File: config.mk
export PLATFORM = sky130hd
export DESIGN_NAME = banked_framebuffer_flush_addresser_unit
export DESIGN_NICKNAME = d
export VERILOG_FILES = /design/src/sv/bffa_pkg.sv /design/src/sv/banked_framebuffer_flush_addresser_unit.sv
export SDC_FILE = /design/constraint.sdc
export NUM_CORES = 1
export LEC_CHECK = 0
export ABC_AREA = 1
export BUFFER_PORTS_ARGS = -buffer_cell sky130_fd_sc_hd__buf_2
export CAP_MARGIN = 20
export CORE_ASPECT_RATIO = 0.9
export CORE_MARGIN = 3
export CORE_UTILIZATION = 45
export CTS_CLUSTER_SIZE = 20
export DETAILED_ROUTE_END_ITERATION = 10
export PLACE_DENSITY_LB_ADDON = 0.25
export SETUP_SLACK_MARGIN = 0.05
export SYNTH_ARGS = -nofsm -noshare
export SYNTH_HDL_FRONTEND = slang
export SYNTH_SLANG_ARGS = --single-unit
File: constraint.sdc
create_clock -name clk -period 7.7 [get_ports clk]
set_input_delay 0.77 -clock clk [delete_from_list [all_inputs] [get_ports clk]]
set_output_delay 0.77 -clock clk [all_outputs]
set_load 0.05 [all_outputs]
File: src/sv/bffa_pkg.sv
// Shared types and constants for the banked framebuffer flush addresser.
package bffa_pkg;

    // Input item field widths.
    localparam int unsigned COORD_W = 14;

    // Result field widths.
    localparam int unsigned SRC_W   = 26;
    localparam int unsigned BANK_W  = 14;
    localparam int unsigned DEST_W  = 20;
    localparam int unsigned LEN_W   = 13;

    // Configuration register widths.
    localparam int unsigned DIM_W    = 13;
    localparam int unsigned STRIDE_W = 15;
    localparam int unsigned SHIFT_W  = 5;

    // Configuration port widths.
    localparam int unsigned CFG_IDX_W  = 3;
    localparam int unsigned CFG_DATA_W = 15;

    // Item function codes.
    typedef enum logic {
        FUNC_START = 1'b0,
        FUNC_ROW   = 1'b1
    } func_t;

    // Configuration register indexes.
    localparam logic [CFG_IDX_W-1:0] REG_FLUSH_ENABLE  = 3'd0;
    localparam logic [CFG_IDX_W-1:0] REG_SCREEN_WIDTH  = 3'd1;
    localparam logic [CFG_IDX_W-1:0] REG_SCREEN_HEIGHT = 3'd2;
    localparam logic [CFG_IDX_W-1:0] REG_LINE_STRIDE   = 3'd3;
    localparam logic [CFG_IDX_W-1:0] REG_APERTURE_SHIFT = 3'd4;

    // Reset values of the configuration registers.
    localparam logic                RST_FLUSH_ENABLE = 1'b1;
    localparam logic [DIM_W-1:0]    RST_SCREEN_WIDTH = 13'd640;
    localparam logic [DIM_W-1:0]    RST_SCREEN_HEIGHT = 13'd480;
    localparam logic [STRIDE_W-1:0] RST_LINE_STRIDE  = 15'd640;
    localparam logic [SHIFT_W-1:0]  RST_APERTURE_SHIFT = 5'd16;

    // Legal range of the aperture shift.
    localparam logic [SHIFT_W-1:0] SHIFT_MIN = 5'd12;
    localparam logic [SHIFT_W-1:0] SHIFT_MAX = 5'd20;

endpackage

File: src/sv/banked_framebuffer_flush_addresser_unit.sv
// Top level of the banked framebuffer flush addresser.
//
// Usage: a start transaction (func = start) on the input channel clips the
// rectangle min_x..max_x, min_y..max_y (max exclusive) to the screen and arms
// the row sequencer; it produces no result. Each following row transaction
// (func = row) produces one copy descriptor on the output channel: shadow
// offset, bank, aperture offset, first part length, and a bank step with the
// remaining length that goes to offset 0 of the next bank. A row transaction
// while no rectangle is armed produces nothing. A start while a rectangle is
// still running replaces it. An empty rectangle or a disabled flush arms
// nothing.
// Timing: an input transaction is registered in the input register, then
// worked into the result register, from which its descriptor is offered.
// One transaction is accepted every cycle while the receiver does not stall;
// the rate is set by the single compute stage, which updates the row state
// as it writes the result register.
// The configuration port is always ready and writes one register per
// transaction. Reset clears all control state and loads the register defaults.
// When the receiver stalls, the result register holds, and the input channel
// stalls once the input register also holds a transaction.
module banked_framebuffer_flush_addresser_unit #(
    parameter int unsigned MAX_DIM = 4096
) (
    input  logic                                clk,
    input  logic                                rst_n,

    input  logic                                cfg_valid,
    output logic                                cfg_ready,
    input  logic [bffa_pkg::CFG_IDX_W-1:0]      cfg_index,
    input  logic [bffa_pkg::CFG_DATA_W-1:0]     cfg_data,

    input  logic                                in_valid,
    output logic                                in_stall,
    input  logic                                func,
    input  logic signed [bffa_pkg::COORD_W-1:0] min_x,
    input  logic signed [bffa_pkg::COORD_W-1:0] min_y,
    input  logic signed [bffa_pkg::COORD_W-1:0] max_x,
    input  logic signed [bffa_pkg::COORD_W-1:0] max_y,

    output logic                                out_valid,
    input  logic                                out_stall,
    output logic [bffa_pkg::SRC_W-1:0]          src_offset,
    output logic [bffa_pkg::BANK_W-1:0]         bank,
    output logic [bffa_pkg::DEST_W-1:0]         dest_offset,
    output logic [bffa_pkg::LEN_W-1:0]          first_len,
    output logic                                bank_step,
    output logic [bffa_pkg::LEN_W-1:0]          second_len,
    output logic                                last_row
);
    import bffa_pkg::*;

    // Screen limit after the clamp to MAX_DIM, one bit wider than a register.
    localparam int unsigned CLIP_W = DIM_W + 1;
    localparam logic [CLIP_W-1:0] MAX_DIM_C = CLIP_W'(MAX_DIM);
    localparam int unsigned PROD_W = DIM_W + STRIDE_W;
    localparam int unsigned AP_W = DEST_W + 1;

    // ------------------------------------------------------------------
    // Configuration registers
    // ------------------------------------------------------------------
    logic                flush_enable_reg;
    logic [DIM_W-1:0]    screen_width_reg;
    logic [DIM_W-1:0]    screen_height_reg;
    logic [STRIDE_W-1:0] line_stride_reg;
    logic [SHIFT_W-1:0]  aperture_shift_reg;

    assign cfg_ready = 1'b1;

    always_ff @(posedge clk or negedge rst_n)
    begin
        if (!rst_n)
        begin
            flush_enable_reg   <= RST_FLUSH_ENABLE;
            screen_width_reg   <= RST_SCREEN_WIDTH;
            screen_height_reg  <= RST_SCREEN_HEIGHT;
            line_stride_reg    <= RST_LINE_STRIDE;
            aperture_shift_reg <= RST_APERTURE_SHIFT;
        end
        else if (cfg_valid && cfg_ready)
        begin
            // Writes to indexes past the register list are dropped.
            unique case (cfg_index)
                REG_FLUSH_ENABLE:   flush_enable_reg   <= cfg_data[0];
                REG_SCREEN_WIDTH:   screen_width_reg   <= cfg_data[DIM_W-1:0];
                REG_SCREEN_HEIGHT:  screen_height_reg  <= cfg_data[DIM_W-1:0];
                REG_LINE_STRIDE:    line_stride_reg    <= cfg_data[STRIDE_W-1:0];
                REG_APERTURE_SHIFT: aperture_shift_reg <= cfg_data[SHIFT_W-1:0];
                default:
                begin
                end
            endcase
        end
    end

    // ------------------------------------------------------------------
    // Handshake: input register feeding the result register
    // ------------------------------------------------------------------
    logic                      s1_valid_reg;
    logic                      s1_valid_next;
    func_t                     s1_func_reg;
    logic signed [COORD_W-1:0] s1_min_x_reg;
    logic signed [COORD_W-1:0] s1_min_y_reg;
    logic signed [COORD_W-1:0] s1_max_x_reg;
    logic signed [COORD_W-1:0] s1_max_y_reg;

    logic out_valid_reg;
    logic out_valid_next;
    logic out_free;
    logic in_take;
    logic advance;

    // The result register can take new data when it is empty or being read.
    assign out_free = !out_valid_reg || !out_stall;
    assign advance  = s1_valid_reg && out_free;
    assign in_stall = s1_valid_reg && !out_free;
    assign in_take  = in_valid && !in_stall;

    always_comb
    begin
        s1_valid_next = s1_valid_reg;
        if (in_take)
        begin
            s1_valid_next = 1'b1;
        end
        else if (advance)
        begin
            s1_valid_next = 1'b0;
        end
    end

    always_ff @(posedge clk or negedge rst_n)
    begin
        if (!rst_n)
        begin
            s1_valid_reg <= 1'b0;
        end
        else
        begin
            s1_valid_reg <= s1_valid_next;
        end
    end

    always_ff @(posedge clk)
    begin
        if (in_take)
        begin
            s1_func_reg  <= func_t'(func);
            s1_min_x_reg <= min_x;
            s1_min_y_reg <= min_y;
            s1_max_x_reg <= max_x;
            s1_max_y_reg <= max_y;
        end
    end

    // ------------------------------------------------------------------
    // Row sequencer state
    // ------------------------------------------------------------------
    logic              busy_reg;
    logic              busy_next;
    logic [LEN_W-1:0]  row_left_reg;
    logic [LEN_W-1:0]  row_left_next;
    logic [SRC_W-1:0]  cur_src_reg;
    logic [SRC_W-1:0]  cur_src_next;
    logic [LEN_W-1:0]  row_len_reg;
    logic [LEN_W-1:0]  row_len_next;

    // ------------------------------------------------------------------
    // Start: clip the rectangle and find the shadow offset of its first row
    // ------------------------------------------------------------------
    logic [CLIP_W-1:0]        w_clip;
    logic [CLIP_W-1:0]        h_clip;
    logic signed [CLIP_W:0]   w_s;
    logic signed [CLIP_W:0]   h_s;
    logic signed [CLIP_W:0]   x0_c;
    logic signed [CLIP_W:0]   y0_c;
    logic signed [CLIP_W:0]   x1_c;
    logic signed [CLIP_W:0]   y1_c;
    logic signed [CLIP_W+1:0] x_span;
    logic signed [CLIP_W+1:0] y_span;
    logic                     start_ok;
    logic [PROD_W-1:0]        row_prod;
    logic [SRC_W-1:0]         start_src;

    always_comb
    begin
        w_clip = (CLIP_W'(screen_width_reg) > MAX_DIM_C) ? MAX_DIM_C
                                                          : CLIP_W'(screen_width_reg);
        h_clip = (CLIP_W'(screen_height_reg) > MAX_DIM_C) ? MAX_DIM_C
                                                           : CLIP_W'(screen_height_reg);
        w_s = signed'({1'b0, w_clip});
        h_s = signed'({1'b0, h_clip});

        // Negative left and top edges clamp to zero, far edges to the screen.
        x0_c = s1_min_x_reg[COORD_W-1] ? '0 : (CLIP_W+1)'(s1_min_x_reg);
        y0_c = s1_min_y_reg[COORD_W-1] ? '0 : (CLIP_W+1)'(s1_min_y_reg);
        x1_c = ((CLIP_W+1)'(s1_max_x_reg) > w_s) ? w_s : (CLIP_W+1)'(s1_max_x_reg);
        y1_c = ((CLIP_W+1)'(s1_max_y_reg) > h_s) ? h_s : (CLIP_W+1)'(s1_max_y_reg);

        x_span = (CLIP_W+2)'(x1_c) - (CLIP_W+2)'(x0_c);
        y_span = (CLIP_W+2)'(y1_c) - (CLIP_W+2)'(y0_c);
        start_ok = flush_enable_reg && (x_span > 0) && (y_span > 0);

        // With a non-empty rectangle the clipped origin is below the screen
        // limit, so its low bits carry the whole value.
        row_prod  = PROD_W'(y0_c[DIM_W-1:0]) * PROD_W'(line_stride_reg);
        start_src = row_prod[SRC_W-1:0] + SRC_W'(x0_c[DIM_W-1:0]);
    end

    // ------------------------------------------------------------------
    // Row: locate the row start in the aperture and split at the bank end
    // ------------------------------------------------------------------
    logic [SHIFT_W-1:0] eff_shift;
    logic [AP_W-1:0]    ap_size;
    logic [AP_W-1:0]    ap_mask;
    logic [DEST_W-1:0]  row_dest;
    logic [BANK_W-1:0]  row_bank;
    logic [AP_W-1:0]    next_reach;
    logic [AP_W-1:0]    room;
    logic               row_step;
    logic               row_split;
    logic [LEN_W-1:0]   row_first;
    logic [LEN_W-1:0]   row_second;

    always_comb
    begin
        priority if (aperture_shift_reg < SHIFT_MIN)
        begin
            eff_shift = SHIFT_MIN;
        end
        else if (aperture_shift_reg > SHIFT_MAX)
        begin
            eff_shift = SHIFT_MAX;
        end
        else
        begin
            eff_shift = aperture_shift_reg;
        end

        ap_size  = AP_W'(1) << eff_shift;
        ap_mask  = ap_size - AP_W'(1);
        row_dest = cur_src_reg[DEST_W-1:0] & ap_mask[DEST_W-1:0];
        row_bank = BANK_W'(cur_src_reg >> eff_shift);

        // The bank steps whenever the next row start reaches the bank end,
        // even when this row itself fits.
        next_reach = AP_W'(row_dest) + AP_W'(line_stride_reg);
        row_step   = next_reach >= ap_size;
        room       = ap_size - AP_W'(row_dest);
        row_split  = row_step && (room <= AP_W'(row_len_reg));

        if (row_split)
        begin
            row_first  = room[LEN_W-1:0];
            row_second = row_len_reg - room[LEN_W-1:0];
        end
        else
        begin
            row_first  = row_len_reg;
            row_second = '0;
        end
    end

    // ------------------------------------------------------------------
    // State update
    // ------------------------------------------------------------------
    logic row_emit;

    assign row_emit = advance && (s1_func_reg == FUNC_ROW) && busy_reg;

    always_comb
    begin
        busy_next     = busy_reg;
        row_left_next = row_left_reg;
        cur_src_next  = cur_src_reg;
        row_len_next  = row_len_reg;
        if (advance && (s1_func_reg == FUNC_START))
        begin
            // A start always drops whatever rectangle was running.
            busy_next = start_ok;
            if (start_ok)
            begin
                cur_src_next  = start_src;
                row_len_next  = x_span[LEN_W-1:0];
                row_left_next = y_span[LEN_W-1:0];
            end
        end
        else if (row_emit)
        begin
            cur_src_next  = cur_src_reg + SRC_W'(line_stride_reg);
            row_left_next = row_left_reg - LEN_W'(1);
            busy_next     = (row_left_reg != LEN_W'(1));
        end
    end

    always_ff @(posedge clk or negedge rst_n)
    begin
        if (!rst_n)
        begin
            busy_reg     <= 1'b0;
            row_left_reg <= '0;
            cur_src_reg  <= '0;
            row_len_reg  <= '0;
        end
        else
        begin
            busy_reg     <= busy_next;
            row_left_reg <= row_left_next;
            cur_src_reg  <= cur_src_next;
            row_len_reg  <= row_len_next;
        end
    end

    // ------------------------------------------------------------------
    // Result register
    // ------------------------------------------------------------------
    logic [SRC_W-1:0]  src_offset_reg;
    logic [BANK_W-1:0] bank_reg;
    logic [DEST_W-1:0] dest_offset_reg;
    logic [LEN_W-1:0]  first_len_reg;
    logic              bank_step_reg;
    logic [LEN_W-1:0]  second_len_reg;
    logic              last_row_reg;

    always_comb
    begin
        out_valid_next = out_valid_reg;
        if (out_free)
        begin
            out_valid_next = row_emit;
        end
    end

    always_ff @(posedge clk or negedge rst_n)
    begin
        if (!rst_n)
        begin
            out_valid_reg <= 1'b0;
        end
        else
        begin
            out_valid_reg <= out_valid_next;
        end
    end

    always_ff @(posedge clk)
    begin
        if (row_emit)
        begin
            src_offset_reg  <= cur_src_reg;
            bank_reg        <= row_bank;
            dest_offset_reg <= row_dest;
            first_len_reg   <= row_first;
            bank_step_reg   <= row_step;
            second_len_reg  <= row_second;
            last_row_reg    <= (row_left_reg == LEN_W'(1));
        end
    end

    assign out_valid   = out_valid_reg;
    assign src_offset  = src_offset_reg;
    assign bank        = bank_reg;
    assign dest_offset = dest_offset_reg;
    assign first_len   = first_len_reg;
    assign bank_step   = bank_step_reg;
    assign second_len  = second_len_reg;
    assign last_row    = last_row_reg;

endmodule

After elaboration in Yosys (flattened, before gate mapping)

Index checks and enable logic that the tools add are counted.

Bits in registers: 247
Logic and storage cells: 97

$add $sub $neg: 9
Multipliers: 1
Order comparisons: 10
Eq/ne operators: 7
Shift operators: 2
Mux-type cells: 19
Bitwise gates (word level): 2
Reduce and logical (&&, ||, !) cells: 24

Operator list:

| operator                                                                         | number |
|---|---|
| 13-bit 2-to-1 mux                                                                | 8 |
| 26-bit 2-to-1 mux                                                                | 3 |
| 16-bit by 1-bit greater-than comparator with 1-bit output, second input constant | 2 |
| 15-bit by 14-bit subtractor with 16-bit output                                   | 2 |
| 15-bit 2-to-1 mux                                                                | 2 |
| 14-bit greater-than comparator                                                   | 2 |
| 26-bit by 13-bit adder with 26-bit output                                        | 1 |
| 26-bit by 15-bit adder with 26-bit output                                        | 1 |
| 13-bit greater-than comparator, second input constant                            | 2 |
| 13-bit by 15-bit multiplier with 26-bit output                                   | 1 |
| 26-bit by 5-bit >> shifter with 14-bit output                                    | 1 |
| 20-bit by 15-bit adder with 21-bit output                                        | 1 |
| 21-bit greater-or-equal comparator                                               | 1 |
| 21-bit by 13-bit less-or-equal comparator with 1-bit output                      | 1 |
| 1-bit by 5-bit left shift with 21-bit output, first input constant               | 1 |
| 21-bit by 20-bit subtractor with 21-bit output                                   | 1 |
| 20-bit bitwise AND                                                               | 1 |
| 20-bit by 1-bit subtractor with 20-bit output, second input constant             | 1 |
| 2-bit AND reduction                                                              | 7 |
| 13-bit by 1-bit == test with 1-bit output, second input constant                 | 1 |
| 13-bit by 1-bit inequality test with 1-bit output, second input constant         | 1 |
| 13-bit by 1-bit subtractor with 13-bit output, second input constant             | 1 |
| 13-bit subtractor                                                                | 1 |
| 5-bit 2-to-1 mux                                                                 | 2 |
| other kinds (13)                                                                 | 29 |

Logic depth before layout (Yosys ltp)

Word-level depth: 10
Gate-level depth with buffers: 34
Gate-level depth less buffers: 32

Worst setup path after synthesis

No wires, ideal clock.

Path kind: input-to-reg
Start: input port out_stall
End: register row_left_reg[10]
Library setup time: 0.066 ns
Arrival: 8.615 ns
Data required time: 7.634 ns
Setup slack: -0.981 ns
Stages on the path: 11
Buffers on the path: 2
Cells stage by stage: nand2_1 > inv_1 > nor2_1 > inv_1 > nor3_1 > inv_1 > nand2_1 > buf_2 > buf_2 > nand2_1 > nand2_1

Longest elaborated chain between the ends: 7
Elaborated cells between the ends (all ways): 10

Ends and longest elaborated chain:

| element                         | line                                           | text |
|---|---|---|
| start, declared                 | banked_framebuffer_flush_addresser_unit.sv:41  | `input logic out_stall,` |
| 1-bit zero test                 | banked_framebuffer_flush_addresser_unit.sv:113 | `assign out_free = !out_valid_reg \|\| !out_stall;` |
| 1-bit logical OR                | banked_framebuffer_flush_addresser_unit.sv:113 |  |
| 1-bit logical AND               | banked_framebuffer_flush_addresser_unit.sv:114 | `assign advance = s1_valid_reg && out_free;` |
| 1-bit logical AND (2 in series) | banked_framebuffer_flush_addresser_unit.sv:268 | `assign row_emit = advance && (s1_func_reg == FUNC_ROW) && busy_reg;` |
| via row_emit                    | banked_framebuffer_flush_addresser_unit.sv:266 | `logic row_emit;` |
| 2-bit nonzero test (no line)    | --                                             |  |
| 2-bit AND reduction (no line)   | --                                             |  |
| end signal, assigned            | banked_framebuffer_flush_addresser_unit.sv:307 | `row_left_reg <= row_left_next;` |
| end, declared                   | banked_framebuffer_flush_addresser_unit.sv:160 | `logic [LEN_W-1:0] row_left_reg;` |

The timed path passes the listed nets, and every way through them passes these cells.
A chain may end at the register's enable or synchronous reset.

Worst setup path after layout

Start: register s1_min_y_reg[13]
End: register cur_src_reg[18]

Longest elaborated chain between the ends: 6
Elaborated cells between the ends (all ways): 10

Ends and longest elaborated chain:

| element                                                                                                | line                                           | text |
|---|---|---|
| start, declared                                                                                        | banked_framebuffer_flush_addresser_unit.sv:102 | `logic signed [COORD_W-1:0] s1_min_y_reg;` |
| start signal, assigned                                                                                 | banked_framebuffer_flush_addresser_unit.sv:149 | `s1_min_y_reg <= min_y;` |
| 13-bit 2-to-1 mux *                                                                                    | banked_framebuffer_flush_addresser_unit.sv:195 | `y0_c = s1_min_y_reg[COORD_W-1] ? '0 : (CLIP_W+1)'(s1_min_y_reg);` |
| parallel branches: the longest is 5 deep, another holds 13-bit by 15-bit multiplier with 26-bit output | --                                             |  |
| end signal, assigned                                                                                   | banked_framebuffer_flush_addresser_unit.sv:308 | `cur_src_reg <= cur_src_next;` |
| end, declared                                                                                          | banked_framebuffer_flush_addresser_unit.sv:162 | `logic [SRC_W-1:0] cur_src_reg;` |

Every way passes the cells marked *. The select of a mux whose other input is x is not followed.

==> results.yml <==
die:
  fp.coreArea_sq_um: 49400
  fp-row-count: 77
  start_util: 0.457
  die_width_um: 242
  boundaryPins: 171
  fp.dieH_um: 219
  die_area_sq_um: 53000
worst_setup_path:
  crit_path_max_incr_delay_ps: 580
  crit_fanout: 13
  r2r_cells: 29
  endpoint_kind: "flip-flop"
  worstPathRequired_ps: 8200
  slowest_stage: "fa_1"
  start_kind: "flip-flop"
  cp.arrival_ps: 7240
  cp_common_cell: "nand2_1"
  critPathKind: "reg -> reg"
synthesis:
  synth_area_leaders: "edfxtp_1, fa_1, ha_1"
  syn_area_sq_um: 22600
  async_reset_ff_frac: 0.413
  synth_top_area_frac: 0.193
  ys.warnings.count: 0
  synth_commonest_cells: "nand2_1, inv_1, ha_1, o21ai_0, nor2_1"
  synth_seq_area_share: 0.306
  avgSynthCellArea_sq_um: 8.13
  synth_edf_count: 145
  synth_cell_types: 57
  ys_seq_elements: 247
  syn_inst: 2781
  synth-main-ff-cell: "edfxtp_1"
  synth.most_common_cell: "nand2_1"
  yosys.area.top_type: "edfxtp_1"
pwr:
  p_per_area_nw_per_um2: 330
  p_leak_uw: 0.0126
  p_int_uw: 4280
  max-vdd-ir-drop_v: 0.000173
  clkPwrFrac: 0.173
  combPwrFrac: 0.577
  power_uw: 8290
  p_sw_frac: 0.483
  switchingPower_uw: 4000
  seq_power_share: 0.250
global_routing:
  grt_pass1_wl_um: 103000
  first_global_vias: 19000
  grt_max_degree: 60
  grt.total_usage: 0.243
  overflow: 0
  grt_antenna_before_repair: 0
drt:
  drc_errors: 0
  drtIter0Drc: 1366
  avgViaCountPerCell: 5.28
  drt_pass1_iterations: 6
  wl_um: 63800
  ant_nets: 0
  vias: 19100
  wl_per_cell_um: 17.6
sta:
  setup_ws_ps: 963
  slew_headroom: 0.393
  setup_viol: 0
  hold_viol: 0
  tightestPinTransition_ps: 909
  slew_violations: 0
  skew_ps: 14.4
  fin_crit_sh: 0.875
  setup_tns_ps: 0
  period_minus_slack_ps: 6740
  fmax_ghz: 0.148
  grt_setup_unrepaired: "no"
place:
  portBuffers: 169
  placedCellCount: 3564
  dp.final_hpwl_um: 51400
  place.gp.congestion: 0.936
  dp_slack_ps: 1060
final_layout:
  fin_util: 0.508
  antenna_cells: 0
  layout-drive-gt1-share: 0.0961
  syn2layout_area_growth_pct: 11.0
  nNetsFinal: 3381
  fin_cells: 3617
clock_tree:
  postCtsSetupBuffers: 0
  htreeDepth: 1
  numClockSinks: 247
  clk_pin_slew_ps: 70
  cts_max_path_buffers: 3
  numCtsBuffers: 29
  cts_hold_buf: 0
  clockRootBuffer: "clkbuf_16"
  cts_tree: "done"
  ctsResizeCount: 0
  clk-insertion-delay-late_ps: 570
outcome:
  status: "complete, no violations"
run:
  cap_violations: 0
worst_hold_path:
  min_path_type: "in -> async"
==> layout make-up <==
type,instances,area (sq um)
multi-input combinational,2051,13800
fill,4771,24300
tap,671,840
sequential,247,6920
clock buffer,38,800
timing repair buffer,181,938
inverter,414,1560
clock inverter,15,190
==> cell usage in the layout, fill, tap and decap left out, types with 8 or more instances in the layout <==
cell type | synthesis | routed
nand2_1 | 704 | 704
inv_1 | 406 | 405
ha_1 | 221 | 221
o21ai_0 | 208 | 208
nor2_1 | 188 | 187
buf_2 | 4 | 168
fa_1 | 156 | 156
edfxtp_1 | 145 | 145
a21oi_1 | 142 | 142
nand3_1 | 128 | 128
dfrtp_1 | 92 | 92
xor2_1 | 48 | 48
nand4_1 | 35 | 35
xnor2_1 | 33 | 33
nor3_1 | 30 | 29
clkbuf_16 | 0 | 29
conb_1 | 2 | 19
nor2_2 | 16 | 17
a31oi_1 | 13 | 13
buf_4 | 4 | 13
nor4_1 | 11 | 11
dfstp_2 | 10 | 10
o21bai_1 | 9 | 9
a21boi_0 | 9 | 9
nand3b_1 | 8 | 8
==> per-layer routing <==
layer  up-vias  track usage  wire, um
li1       9313            -         -
met1      9093        0.334     28900
met2       577        0.401     29100
met3       108       0.0332      3830
met4         0       0.0731      1990
met5         -            0         0
==> path summary, 6_finish.rpt <==
kind,startpoint,endpoint,slack [ps]
max,s1_min_y_reg[13]$_DFFE_PP_,cur_src_reg[18]$_DFFE_PN0P_,960
max in group asynchronous,rst_n,screen_width_reg[1]$_DFFE_PN0P_,6220
min,rst_n,cur_src_reg[11]$_DFFE_PN0P_,260
min in group clk,max_x[3],s1_max_x_reg[3]$_DFFE_PP_,380
min reg2reg,screen_height_reg[8]$_DFFE_PN1P_,screen_height_reg[8]$_DFFE_PN1P_,500
max reg2reg,s1_min_y_reg[13]$_DFFE_PP_,cur_src_reg[18]$_DFFE_PN0P_,960
==> critical path: cells and delay by family, from the launching register on <==
family	cells	cell delay, ps
AOI/OAI and AO/OA	6	1220
DFF	1	350
and+or+nand+nor	9	900
buffers and inverters	7	960
adders and majority gates	7	3240
==> stage by stage <==
stage	instance area, sq um	hold WS, ps
finish	25100	255
global route	25100	289
detailed placement	24100	496
CTS	25100	246
floorplan	22700	423
global placement	24100	494
==> power groups by stage <==
stage               Combinational [uW]  Sequential, uW  Clock [uW]
floorplan                         3540            2040           0
global placement                  4690            2080           0
detailed placement                4750            2090           0
CTS                               4790            2060        1470
global route                      5480            2100        1520
finish                            4780            2070        1430
==> logic make-up after synthesis <==
family | share of synthesized area
and+or+nand+nor | 0.213
other | 0.000332
DFF | 0.306
xor gates and xnor gates | 0.0314
AOI/OAI and AO/OA | 0.101
muxes | 0.00282
buffers and inverters | 0.0850
adders and majority gates | 0.260
Power figures use the tool's default switching activity.
